===== src/rtl/tepq_pkg.sv =====
// shared types and constants for the timed event priority queue
`default_nettype none
package tepq_pkg;
    localparam int unsigned TickW  = 64;
    localparam int unsigned SeqW   = 64;
    localparam int unsigned SlotW  = 6;
    localparam int unsigned CountW = 7;
    localparam int unsigned InW    = 136;
    localparam int unsigned OutW   = 280;

    typedef enum logic [1:0] {
        FN_SCHEDULE = 2'd0,
        FN_CANCEL   = 2'd1,
        FN_ADVANCE  = 2'd2,
        FN_UNUSED   = 2'd3
    } t_func;

    typedef enum logic [1:0] {
        ST_OK        = 2'd0,
        ST_BAD_ARG   = 2'd1,
        ST_BAD_STATE = 2'd2,
        ST_NO_SLOT   = 2'd3
    } t_status;

    typedef enum logic [1:0] {
        EM_ERR   = 2'd0,
        EM_OK    = 2'd1,
        EM_FIRE  = 2'd2,
        EM_CLOSE = 2'd3
    } t_emit;

    typedef struct packed {
        logic  load;
        logic  apply;
        logic  scan_start;
        logic  scan_step;
        logic  remove_min;
        logic  emit;
        t_emit kind;
    } t_dp_cmd;

    typedef struct packed {
        t_func   func;
        t_status err;
        logic    scan_last;
        logic    fire_ok;
        logic    out_done;
    } t_dp_stat;
endpackage
`default_nettype wire


===== src/rtl/tepq_ctrl.sv =====
// controller state machine for the timed event priority queue
`default_nettype none
module tepq_ctrl (
    input  wire                i_clk,
    input  wire                i_rst_n,
    input  wire                i_s_tvalid,
    output logic               o_s_tready,
    input  tepq_pkg::t_dp_stat i_stat,
    output tepq_pkg::t_dp_cmd  o_cmd
);
    import tepq_pkg::*;

    typedef enum logic [2:0] {
        S_IDLE, S_DECODE, S_SCAN, S_EMIT, S_CHECK, S_WAIT
    } t_state;

    t_state r_state, n_state;
    logic   r_adv, n_adv;
    logic   r_ret, n_ret;

    always_comb begin
        n_state = r_state;
        n_adv   = r_adv;
        n_ret   = r_ret;
        o_cmd   = '0;
        o_cmd.kind = EM_ERR;
        unique case (r_state)
            S_IDLE: begin
                if (i_s_tvalid) begin
                    o_cmd.load = 1'b1;
                    n_state = S_DECODE;
                end
            end
            S_DECODE: begin
                if (i_stat.err != ST_OK) begin
                    o_cmd.emit = 1'b1;
                    o_cmd.kind = EM_ERR;
                    n_ret   = 1'b0;
                    n_state = S_WAIT;
                end else if (i_stat.func == FN_ADVANCE) begin
                    n_adv   = 1'b1;
                    n_state = S_CHECK;
                end else begin
                    o_cmd.apply      = 1'b1;
                    o_cmd.scan_start = 1'b1;
                    n_adv   = 1'b0;
                    n_state = S_SCAN;
                end
            end
            S_SCAN: begin
                o_cmd.scan_step = 1'b1;
                if (i_stat.scan_last) n_state = S_EMIT;
            end
            // minimum now includes the last slot
            S_EMIT: begin
                o_cmd.emit = 1'b1;
                o_cmd.kind = r_adv ? EM_FIRE : EM_OK;
                n_ret   = r_adv;
                n_state = S_WAIT;
            end
            S_CHECK: begin
                if (i_stat.fire_ok) begin
                    o_cmd.remove_min = 1'b1;
                    o_cmd.scan_start = 1'b1;
                    n_state = S_SCAN;
                end else begin
                    o_cmd.emit = 1'b1;
                    o_cmd.kind = EM_CLOSE;
                    n_ret   = 1'b0;
                    n_state = S_WAIT;
                end
            end
            S_WAIT: begin
                if (i_stat.out_done) n_state = r_ret ? S_CHECK : S_IDLE;
            end
            default: n_state = S_IDLE;
        endcase
    end

    assign o_s_tready = (r_state == S_IDLE);

    always_ff @(posedge i_clk) begin
        if (!i_rst_n) begin
            r_state <= S_IDLE;
            r_adv   <= 1'b0;
            r_ret   <= 1'b0;
        end else begin
            r_state <= n_state;
            r_adv   <= n_adv;
            r_ret   <= n_ret;
        end
    end
endmodule
`default_nettype wire


===== src/rtl/tepq_dp.sv =====
// datapath: event store, minimum scan and result register
`default_nettype none
module tepq_dp #(
    parameter int unsigned CAPACITY = 16
) (
    input  wire                      i_clk,
    input  wire                      i_rst_n,
    input  wire [tepq_pkg::InW-1:0]  i_s_tdata,
    input  wire [1:0]                i_s_tuser,
    input  tepq_pkg::t_dp_cmd        i_cmd,
    output tepq_pkg::t_dp_stat       o_stat,
    output logic                     o_m_tvalid,
    input  wire                      i_m_tready,
    output logic [tepq_pkg::OutW-1:0] o_m_tdata,
    output logic                     o_m_tlast
);
    import tepq_pkg::*;

    localparam int unsigned IW = (CAPACITY > 1) ? $clog2(CAPACITY) : 1;
    localparam int unsigned CW = $clog2(CAPACITY + 1);

    logic [TickW-1:0] r_due [CAPACITY];
    logic [SeqW-1:0]  r_seq [CAPACITY];
    logic [CAPACITY-1:0] r_act;
    logic [CW-1:0]    r_cnt;
    logic [SeqW-1:0]  r_issue;
    logic [TickW-1:0] r_now;

    // latched command
    t_func            r_func;
    logic [TickW-1:0] r_tick;
    logic [SlotW-1:0] r_cslot;
    logic [SeqW-1:0]  r_cseq;

    // running minimum
    logic [IW-1:0]    r_idx;
    logic             r_min_valid;
    logic [IW-1:0]    r_min_slot;
    logic [TickW-1:0] r_min_due;
    logic [SeqW-1:0]  r_min_seq;

    // result of the operation
    logic [SlotW-1:0] r_res_slot;
    logic [SeqW-1:0]  r_res_seq;
    logic [TickW-1:0] r_res_due;

    logic [IW-1:0]    free_slot;
    logic [IW-1:0]    cidx;
    logic             cslot_ok;
    t_status          err;
    logic [OutW-1:0]  beat_data;

    always_comb begin
        free_slot = '0;
        for (int i = CAPACITY - 1; i >= 0; i--)
            if (!r_act[i]) free_slot = IW'(i);
    end

    assign cslot_ok = (r_cslot < SlotW'(CAPACITY));
    assign cidx     = r_cslot[IW-1:0];

    always_comb begin
        err = ST_OK;
        case (r_func)
            FN_SCHEDULE: begin
                if (r_tick < r_now || r_issue == {SeqW{1'b1}}) err = ST_BAD_ARG;
                else if (r_cnt == CW'(CAPACITY)) err = ST_NO_SLOT;
            end
            FN_CANCEL: begin
                if (!cslot_ok) err = ST_BAD_ARG;
                else if (!r_act[cidx] || r_seq[cidx] != r_cseq) err = ST_BAD_STATE;
            end
            FN_ADVANCE: begin
                if (r_tick < r_now) err = ST_BAD_ARG;
            end
            default: err = ST_BAD_ARG;
        endcase
    end

    assign o_stat.func      = r_func;
    assign o_stat.err       = err;
    assign o_stat.scan_last = (r_idx == IW'(CAPACITY - 1));
    assign o_stat.fire_ok   = r_min_valid && (r_min_due <= r_tick);
    assign o_stat.out_done  = o_m_tvalid && i_m_tready;

    logic take;
    assign take = r_act[r_idx] && (!r_min_valid || r_due[r_idx] < r_min_due ||
                  (r_due[r_idx] == r_min_due && r_seq[r_idx] < r_min_seq));

    always_comb begin
        beat_data = '0;
        beat_data[1:0]     = (i_cmd.kind == EM_ERR) ? err : ST_OK;
        beat_data[2]       = (i_cmd.kind == EM_FIRE);
        beat_data[137]     = r_min_valid;
        beat_data[201:138] = r_min_valid ? r_min_due : '0;
        beat_data[208:202] = CountW'(r_cnt);
        beat_data[272:209] = (i_cmd.kind == EM_CLOSE) ? r_tick : r_now;
        if (i_cmd.kind == EM_OK || i_cmd.kind == EM_FIRE) begin
            beat_data[8:3]  = r_res_slot;
            beat_data[72:9] = r_res_seq;
        end
        if (i_cmd.kind == EM_FIRE) beat_data[136:73] = r_res_due;
    end

    always_ff @(posedge i_clk) begin
        if (i_cmd.load) begin
            r_func  <= t_func'(i_s_tuser);
            r_tick  <= i_s_tdata[63:0];
            r_cslot <= i_s_tdata[69:64];
            r_cseq  <= i_s_tdata[133:70];
        end
        if (i_cmd.apply && r_func == FN_SCHEDULE) begin
            r_due[free_slot] <= r_tick;
            r_seq[free_slot] <= r_issue;
        end
        if (i_cmd.apply) begin
            r_res_slot <= (r_func == FN_SCHEDULE) ? SlotW'(free_slot) : '0;
            r_res_seq  <= (r_func == FN_SCHEDULE) ? r_issue : '0;
        end
        if (i_cmd.remove_min) begin
            r_res_slot <= SlotW'(r_min_slot);
            r_res_seq  <= r_min_seq;
            r_res_due  <= r_min_due;
        end
        if (i_cmd.emit) begin
            o_m_tlast <= (i_cmd.kind != EM_FIRE);
            o_m_tdata <= beat_data;
        end
        if (i_cmd.scan_start) begin
            r_min_slot <= '0;
            r_min_due  <= '0;
            r_min_seq  <= '0;
        end else if (i_cmd.scan_step && take) begin
            r_min_slot <= r_idx;
            r_min_due  <= r_due[r_idx];
            r_min_seq  <= r_seq[r_idx];
        end
    end

    always_ff @(posedge i_clk) begin
        if (!i_rst_n) begin
            r_act       <= '0;
            r_cnt       <= '0;
            r_issue     <= '0;
            r_now       <= '0;
            r_idx       <= '0;
            r_min_valid <= 1'b0;
            o_m_tvalid  <= 1'b0;
        end else begin
            if (i_cmd.apply && r_func == FN_SCHEDULE) begin
                r_act[free_slot] <= 1'b1;
                r_cnt   <= r_cnt + 1'b1;
                r_issue <= r_issue + 1'b1;
            end
            if (i_cmd.apply && r_func == FN_CANCEL) begin
                r_act[cidx] <= 1'b0;
                r_cnt <= r_cnt - 1'b1;
            end
            if (i_cmd.remove_min) begin
                r_act[r_min_slot] <= 1'b0;
                r_cnt <= r_cnt - 1'b1;
                r_now <= r_min_due;
            end
            if (i_cmd.emit && i_cmd.kind == EM_CLOSE) r_now <= r_tick;
            if (i_cmd.scan_start) begin
                r_idx       <= '0;
                r_min_valid <= 1'b0;
            end else if (i_cmd.scan_step) begin
                if (take) r_min_valid <= 1'b1;
                r_idx <= r_idx + 1'b1;
            end
            if (i_cmd.emit) o_m_tvalid <= 1'b1;
            else if (i_m_tready) o_m_tvalid <= 1'b0;
        end
    end
endmodule
`default_nettype wire


===== src/rtl/timed_event_priority_queue_top.sv =====
// top level of the timed event priority queue
// channel  dir  tdata                                            tuser  tlast
// s        in   tick, cancel_slot, cancel_sequence               func   -
// m        out  status..current_tick (see port)                  -      last
// one beat in at a time; schedule and cancel pass through decode, a
// slot-at-a-time minimum scan and the result beat before the next beat is
// accepted; advance scans once per fired event and ends with a closing beat;
// a rejected item goes straight from decode to its error beat. reset clears
// the pending set, counters and current tick.
// input is not taken again until the last result beat of an item is taken;
// a stalled result holds.
`default_nettype none
module timed_event_priority_queue_top #(
    parameter int unsigned CAPACITY = 16
) (
    input  wire                       i_clk,
    input  wire                       i_rst_n,
    input  wire                       i_s_tvalid,
    output logic                      o_s_tready,
    // tick[63:0], cancel_slot[69:64], cancel_sequence[133:70]
    input  wire [tepq_pkg::InW-1:0]   i_s_tdata,
    // func[1:0]
    input  wire [1:0]                 i_s_tuser,
    output logic                      o_m_tvalid,
    input  wire                       i_m_tready,
    // status[1:0], event_fired[2], slot[8:3], sequence_res[72:9],
    // fired_due_tick[136:73], next_due_valid[137], next_due_tick[201:138],
    // pending_count[208:202], current_tick[272:209]
    output logic [tepq_pkg::OutW-1:0] o_m_tdata,
    output logic                      o_m_tlast
);
    import tepq_pkg::*;

    t_dp_cmd  cmd;
    t_dp_stat stat;

    tepq_ctrl u_ctrl (
        .i_clk      (i_clk),
        .i_rst_n    (i_rst_n),
        .i_s_tvalid (i_s_tvalid),
        .o_s_tready (o_s_tready),
        .i_stat     (stat),
        .o_cmd      (cmd)
    );

    tepq_dp #(.CAPACITY(CAPACITY)) u_dp (
        .i_clk      (i_clk),
        .i_rst_n    (i_rst_n),
        .i_s_tdata  (i_s_tdata),
        .i_s_tuser  (i_s_tuser),
        .i_cmd      (cmd),
        .o_stat     (stat),
        .o_m_tvalid (o_m_tvalid),
        .i_m_tready (i_m_tready),
        .o_m_tdata  (o_m_tdata),
        .o_m_tlast  (o_m_tlast)
    );
endmodule
`default_nettype wire


===== config.mk =====
export PLATFORM = sky130hd
export DESIGN_NAME = timed_event_priority_queue_top
export DESIGN_NICKNAME = d
export VERILOG_FILES = /design/src/rtl/tepq_pkg.sv /design/src/rtl/tepq_ctrl.sv /design/src/rtl/tepq_dp.sv /design/src/rtl/timed_event_priority_queue_top.sv
export SDC_FILE = /design/constraint.sdc
export NUM_CORES = 2
export LEC_CHECK = 0
export BUFFER_PORTS_ARGS = -buffer_cell sky130_fd_sc_hd__buf_2
export CORE_ASPECT_RATIO = 1.4
export CORE_MARGIN = 4
export CORE_UTILIZATION = 35
export DETAILED_ROUTE_END_ITERATION = 10
export HOLD_SLACK_MARGIN = 0.06
export PLACE_DENSITY = 0.57
export RECOVER_POWER = 100
export SLEW_MARGIN = 20
export SYNTH_ARGS = -nofsm -noshare
export SYNTH_HDL_FRONTEND = slang
export SYNTH_SLANG_ARGS = --single-unit

===== constraint.sdc =====
create_clock -name i_clk -period 19.65 [get_ports i_clk]
set_input_delay 0 -clock i_clk [delete_from_list [all_inputs] [get_ports i_clk]]
set_output_delay 0 -clock i_clk [all_outputs]
set_load 0.02 [all_outputs]

# Word level (Yosys, flattened, before mapping)
# Memory sizes are Yosys's and may differ from the RTL's. A register that Yosys moved wholly into a read port is not among the register bits.
# Cells that the tools add are included.
[word_totals] ram_bits=2048 memories=2 word_cells=187 input_bits=142 regBits=832 output_inout_bits=283
[memory_table] memory="u_dp.r_due" depth=16 width=64 read_ports=1 rd_ports_with_merged_regs=1 wr=1 line="tepq_dp.sv:22" text="logic [TickW-1:0] r_due [CAPACITY];"
[memory_table] memory="u_dp.r_seq" depth=16 width=64 read_ports=2 rd_ports_with_merged_regs=2 wr=1 line="tepq_dp.sv:23" text="logic [SeqW-1:0] r_seq [CAPACITY];"
[classes] bitwise=7 mux=83 n_addsub=4 eq_ne=21 reduce_logical=32 magnitude_cmp=12
[ops] op="64-bit two-way mux" count=6
[ops] op="64-bit < comparator" count=3
[ops] op="4-bit two-way mux" count=24
[ops] op="16-bit two-way mux" count=5
[ops] op="64-bit by 1-bit adder with 64-bit output (second input constant)" count=1
[ops] op="64-bit == test" count=1
[ops] op="64-bit == test (second input constant)" count=1
[ops] op="64-bit <= comparator" count=1
[ops] op="64-bit != test" count=1
[ops] op="16-bit AND" count=2
[ops] op="16-bit inverter" count=2
[ops] op="3-bit two-way mux" count=9
[ops] op="4-bit by 5-bit < comparator with 1-bit output (second input constant)" count=4
[ops] op="1-bit two-way mux" count=19
[ops] op="3-bit case mux with 6 select lines" count=1
[ops] op="16-bit OR" count=1
[ops] op="5-bit two-way mux" count=3
[ops] op="2-bit two-way mux" count=7
[ops] op="1-bit demux with 4-bit select" count=3
[ops] op="4-bit by 1-bit greater-or-equal comparator with 1-bit output (second input constant)" count=3
[ops] op="1-bit logical AND" count=11
[ops] op="2-bit != test (second input constant)" count=5
[ops] op="3-bit case mux with 3 select lines" count=1
[ops] op="1-bit binary-select mux with 4-bit select" count=2
[ops] op="other kinds (25)" count=43

# Logic depth before layout (Yosys ltp)
[logic_depth] ltp_word=28 mapped_depth=22

# Hierarchy
# From an unflattened synthesis, not the netlist that was laid out.
[unflattened] hier_cells=6913 hier_area_um2=124190.4
[modules_own_cells] module="tepq_dp" cells_per_inst=6866 instances=1 area_each_um2=123831.3 seq_area_each_um2=83560.1
[modules_own_cells] module="tepq_ctrl" cells_per_inst=47 instances=1 area_each_um2=359.1 seq_area_each_um2=100.1

# Worst setup path after synthesis
# Ideal clock, no wire load.
[synth_timing] kind="register to register" start="reg u_dp.r_tick[15]" end="reg u_dp.r_act[10]" t_arrival_ps=15763 period_less_slack_ps=15878 path_stages_with_launch=13 setup_ps=115 t_required_ps=19535 slack_ps=3772 path_cell_list="edfxtp_1 -> ha_1 -> nand4_1 -> or4_1 -> o211ai_1 -> a22oi_1 -> a21oi_1 -> nand2_1 -> clkbuf_1 -> buf_1 -> nor4_1 -> o221ai_1 -> a31oi_1"
[synth_between] elab_chain_cells=15
[synth_rtl] item="start, declared" line="tepq_dp.sv:31" text="logic [TickW-1:0] r_tick;"
[synth_rtl] item="start signal, assigned" line="tepq_dp.sv:108" text="r_tick <= i_s_tdata[63:0];"
[synth_rtl] item="64-bit < comparator" line="tepq_dp.sv:66, tepq_dp.sv:74"
[synth_rtl] item="1-bit logical OR" line="tepq_dp.sv:66" text="if (r_tick < r_now || r_issue == {SeqW{1'b1}}) err = ST_BAD_ARG;"
[synth_rtl] item="2-bit two-way mux" line="tepq_dp.sv:66"
[synth_rtl] item="2-bit case mux with 3 select lines" line="tepq_dp.sv:64" text="case (r_func)"
[synth_rtl] item="2-bit nonzero test" line="tepq_ctrl.sv:35" text="if (i_stat.err != ST_OK) begin"
[synth_rtl] item="2-bit two-way mux" line="tepq_ctrl.sv:35"
[synth_rtl] item="1-bit two-way mux" line="tepq_ctrl.sv:27" text="unique case (r_state)"
[synth_rtl] item="1-bit logical AND" line="tepq_dp.sv:150" text="if (i_cmd.apply && r_func == FN_SCHEDULE) begin"
[synth_rtl] item="16-bit two-way mux" line="tepq_dp.sv:150"
[synth_rtl] item="16-bit two-way mux" line="tepq_dp.sv:141" text="if (!i_rst_n) begin"
[synth_rtl] item="16-bit AND (no source line)"
[synth_rtl] item="16-bit two-way mux" line="tepq_dp.sv:155" text="if (i_cmd.apply && r_func == FN_CANCEL) begin"
[synth_rtl] item="16-bit two-way mux" line="tepq_dp.sv:141"
[synth_rtl] item="16-bit AND (no source line)"
[synth_rtl] item="16-bit two-way mux *" line="tepq_dp.sv:159" text="if (i_cmd.remove_min) begin"
[synth_rtl] item="end signal, assigned" line="tepq_dp.sv:142" text="r_act <= '0;"
[synth_rtl] item="end signal, assigned by index" line="tepq_dp.sv:156" text="r_act[cidx] <= 1'b0;"
[synth_rtl] item="end signal, assigned by index" line="tepq_dp.sv:160" text="r_act[r_min_slot] <= 1'b0;"
[synth_rtl] item="end, declared" line="tepq_dp.sv:24" text="logic [CAPACITY-1:0] r_act;"
# Every way passes the cells marked *; elsewhere a longest branch is shown, timed or not. The select of a mux whose other input is x is not followed.
# A chain may end at the register's enable or synchronous reset.

# Final worst setup path
[layout_timing] start="reg u_dp.r_tick[63]" end="reg u_dp.r_res_seq[13] (data pin)"
[layout_between] elab_chain_cells=5
[layout_rtl] item="64-bit <= comparator" line="tepq_dp.sv:83" text="assign o_stat.fire_ok = r_min_valid && (r_min_due <= r_tick);"
[layout_rtl] item="1-bit logical AND" line="tepq_dp.sv:83"
[layout_rtl] item="1-bit two-way mux" line="tepq_ctrl.sv:62" text="if (i_stat.fire_ok) begin"
[layout_rtl] item="1-bit two-way mux" line="tepq_ctrl.sv:27"
[layout_rtl] item="64-bit two-way mux" line="tepq_dp.sv:120" text="if (i_cmd.remove_min) begin"
[layout_rtl] item="end signal, assigned" line="tepq_dp.sv:118" text="r_res_seq <= (r_func == FN_SCHEDULE) ? r_issue : '0;"
[layout_rtl] item="end signal, assigned" line="tepq_dp.sv:122" text="r_res_seq <= r_min_seq;"
[layout_rtl] item="end, declared" line="tepq_dp.sv:44" text="logic [SeqW-1:0] r_res_seq;"
# Every way passes these cells.

==> summary.md <==
| Metric | Value |
|---|---|
| Outcome | complete, but fails checks |
| Failing checks | capacitance limit, slew limit |
| TritonCTS Sinks | between 2000 and 3000 |
| Synth Area in Simple Gates | roughly 4.6% |
| Synth top area cells | edfxtp_1 62%, mux4_2 15%, dfxtp_1 4.8%, mux2i_1 2.9%, ha_1 2.6% |
| Tightest Pin Transition | 9.54 ns |
| Mux cell area share after synthesis | between 15 and 20% |
| Xor and xnor area share after synthesis | less than 1% |
| Crit-path cells | clkbuf_1 > inv_1 > ha_1 > nand4_1 > nor3_1 > nand4_1 > or3_1 > nor2_1 > a221o_2 > clkbuf_1 > or2_2 > clkinvlp_2 > clkbuf_1 > o21ai_0 |
| Total track usage | between 20% and 30% |
| Sequential-to-total area share from yosys stat | 67.1% |
| Delay-heaviest family, CP | buffers and inverters |
| Crit-path most repeated cell | clkbuf_1 |
| CP Buf/Inv Count | 5 |
| Register bit total from synthesis | between 2000 and 3000 |
| CTS Root Cell | clkbuf_16 |
| Critical path peak fanout | 85 |
| Initial Util | between 30% and 40% |
| Share of cells above drive strength 1 | between 10% and 20% |
| Crit-path max cell delay | between 4 and 5 ns |
| Synthesis-to-layout area growth | 16.1% |
| Number of max-cap violations | 82 |
| CTS buffer count | a little over 300 |
| Via density | around 5.6 |
| Pins over their slew limit | 3126 |
| Setup bufs post-CTS | 0 |
| Vias in the first global route | roughly 75000 |
| Ys async rst share | 0% |
| Syn. warnings | 0 |
| First-pass GRT wire length | between 500000 and 600000 um |
| Vert. Die Dim | between 700 and 800 um |
| Leading cell type in the layout, fill and taps excluded | edfxtp_1 |
| Fmax | about 68 MHz |
| Final Setup Violations | 0 |
| Minimum clock period | 14.72 ns |
| Drt initial violations | ~7900 |
| WS Path Type | reg2reg |
| Total number of vias | about 73000 |
| Post-synthesis adder-cell area fraction | 2.62% |
| Number of synthesized flops with an enable pin | about 2600 |
| Layout fillers | around 32000 |
| Cell taking the most area after synthesis | edfxtp_1 |
| H-tree levels | 5 |
| Setup TNS | 0 ns |
| Rows | 259 |
| Final cell count without fillers | around 13000 |
| Gp weighted congestion | 0.881 |
| Max rail drop VDD | ~0.00013 V |
| Pwr/cell area | about 110 nW/um2 |
| Total Wirelength | approximately 400000 um |
| Setup crit start kind | flop |
| Io pins | 425 |
| Worst relative slew slack | -536% |
| PortBufs | between 400 and 500 |
| Fin crit share | about 75% |
| Final antenna-violating net count | 0 |
| Final worst slack | between 4 and 5 ns |
| Worst Hold Slack | roughly 0.32 ns |
| Distinct cells, synth | 75 |
| Most frequent cells in the layout | 2586 x edfxtp_1, 855 x mux4_2, 465 x clkbuf_1 |
| Placed Cells | about 12000 |
| Clock Pin Slew Worst Setup and Hold Paths | approximately 0.070 ns |
| Max Buffers Root-to-Sink | 4 |
| Largest family of logic cells by synthesized area | multiplexers |
| Total gr overflow | 0 |
| Crit path capture type | flop |
| CTS tree | done |
| Final hold violations | 0 |
| RSZ-0062 raised after global routing | false |
| DRT Pass-1 Iters | 6 |
| Initial antenna violation count | 20 |
| Syn_area_per_cell | roughly 17 um2 |
| DRC | 0 |
| Pleak | approximately 47 nW |
| Max Clock Skew | 0.0936 ns |
| Worst hold path class | in2reg |
| Most used flip-flop cell after synthesis | edfxtp_1 |
| Worst Path Arrival | around 15 ns |
| Crit-path slowest cell | clkinvlp_2 |
| Die W | 512 um |
| Synthesized area | ~120000 um2 |
| Hpwl dp | approximately 240000 um |
| Post-synthesis cell count | about 7000 |
| Total die area | ~370000 um2 |
| Design Power | around 17 mW |
| Pre-CTS setup slack | about 9.3 ns |
| Synth Area in Compound Gates | 3.94% |
| Routed len/inst | roughly 31 um |
| Data required, critical path | about 20 ns |
| Largest net degree at the start of global routing | between 100 and 150 |
| Core box area | ~350000 um2 |
| Sequential cell area | between 80000 and 90000 um2 |
| Area of the multi-input gates | 38100 um2 |
| Post-layout nets | 8383 |
| Clk Latency, worst-skew pair | 0.91 ns |
| Share of the synthesized area in the top cell type | between 60 and 70% |
-- final cells by class --
type / instances / share of cell area [%]
clock buffers: 413 / 5.99
clock inverters: 150 / 1.11
diodes: 9 / 0.0156
inverters: 311 / 0.810
well taps: 4698 / 4.06
flip-flops and latches: 2886 / 57.9
repair buffers: 867 / 3.83
multi-input cells: 3605 / 26.3
-- sequential cells by signal, indices dropped and copies added, names as in the netlist, 2 cells and up, named ones only --
signal           count
u_dp.r_due        1024
u_dp.r_seq        1024
u_dp.o_m_tdata     269
u_dp.r_cseq         64
u_dp.r_issue        64
u_dp.r_min_due      64
u_dp.r_min_seq      64
u_dp.r_now          64
u_dp.r_res_due      64
u_dp.r_res_seq      64
u_dp.r_tick         64
u_dp.r_act          16
u_dp.r_cslot         6
u_dp.r_cnt           5
u_dp.r_idx           4
u_dp.r_min_slot      4
u_dp.r_res_slot      4
u_ctrl.r_state       3
u_dp.r_func          2
-- synthesized netlist by cell type (all sizes together), types with 104 or more instances --
cell	number
mux2i	356
nand2	403
nor2	323
a21oi	108
ha	261
o21ai	300
inv	311
buf	174
nor2b	104
clkbuf	230
mux4	855
dfxtp	300
edfxtp	2586
-- worst reg2reg max path: stages, from the launching register on --
cell and delay (ns):
edfxtp_1 0.33, clkbuf_1 1.01, inv_1 0.14, ha_1 0.36, nand4_1 0.10, nor3_1 0.59, nand4_1 0.52, or3_1 0.59
nor2_1 0.14, a221o_2 0.18, clkbuf_1 2.36, or2_2 0.44, clkinvlp_2 4.31, clkbuf_1 2.12, o21ai_0 1.20
-- logic make-up (layout without fill, tap and decap cells) --
| family | count (synthesis) | in the layout |
|---|---|---|
| DFF | 2886 | 2886 |
| muxes | 1222 | 1222 |
| and+or+nand+nor | 1209 | 1209 |
| AOI/OAI and AO/OA | 768 | 768 |
| buffers and inverters | 715 | 1741 |
| adders and majority gates | 261 | 261 |
| xor gates and xnor gates | 134 | 134 |
| other | 1 | 20 |
-- final timing paths --
kind / startpoint / end / slack (ns) / depth (start not counted)
max: u_dp.r_tick[63] / u_dp.r_res_seq[13] / 4.93 / 14
min: i_s_tvalid / u_ctrl.r_state[0] / 0.32 / 6
max reg2reg: u_dp.r_tick[63] / u_dp.r_res_seq[13] / 4.93 / 14
min reg2reg: u_dp.r_now[62] / u_dp.r_now[62] / 0.46 / 2
-- per-layer routing --
layer / wire (um) / track usage (%)
met5: 38 / 0
met4: 15300 / 7.19
met3: 29500 / 3.38
met2: 197000 / 36.2
met1: 155000 / 27.6
-- report_power, final --
group	switching, mW	leakage (nW)	internal, mW
logic	1.92	15.8	1.03
clock network	2.49	4.98	3.47
registers	0.397	26.2	7.25
-- stage by stage --
step	area [um2]	util, %
3_3_place_gp	132000	37.3
2_1_floorplan	125000	-
3_5_place_dp	132000	37.3
4_1_cts	146000	41.0
6_report	145000	40.8
5_1_grt	145000	40.8
-- what timing repair did --
| action | in CTS | in global routing |
|---|---|---|
| gates resized for setup | 0 | 0 |
| endpoints found under the hold margin | 247 | 0 |
| hold buffers | 278 | 0 |
(Power assumes the default switching activity.)
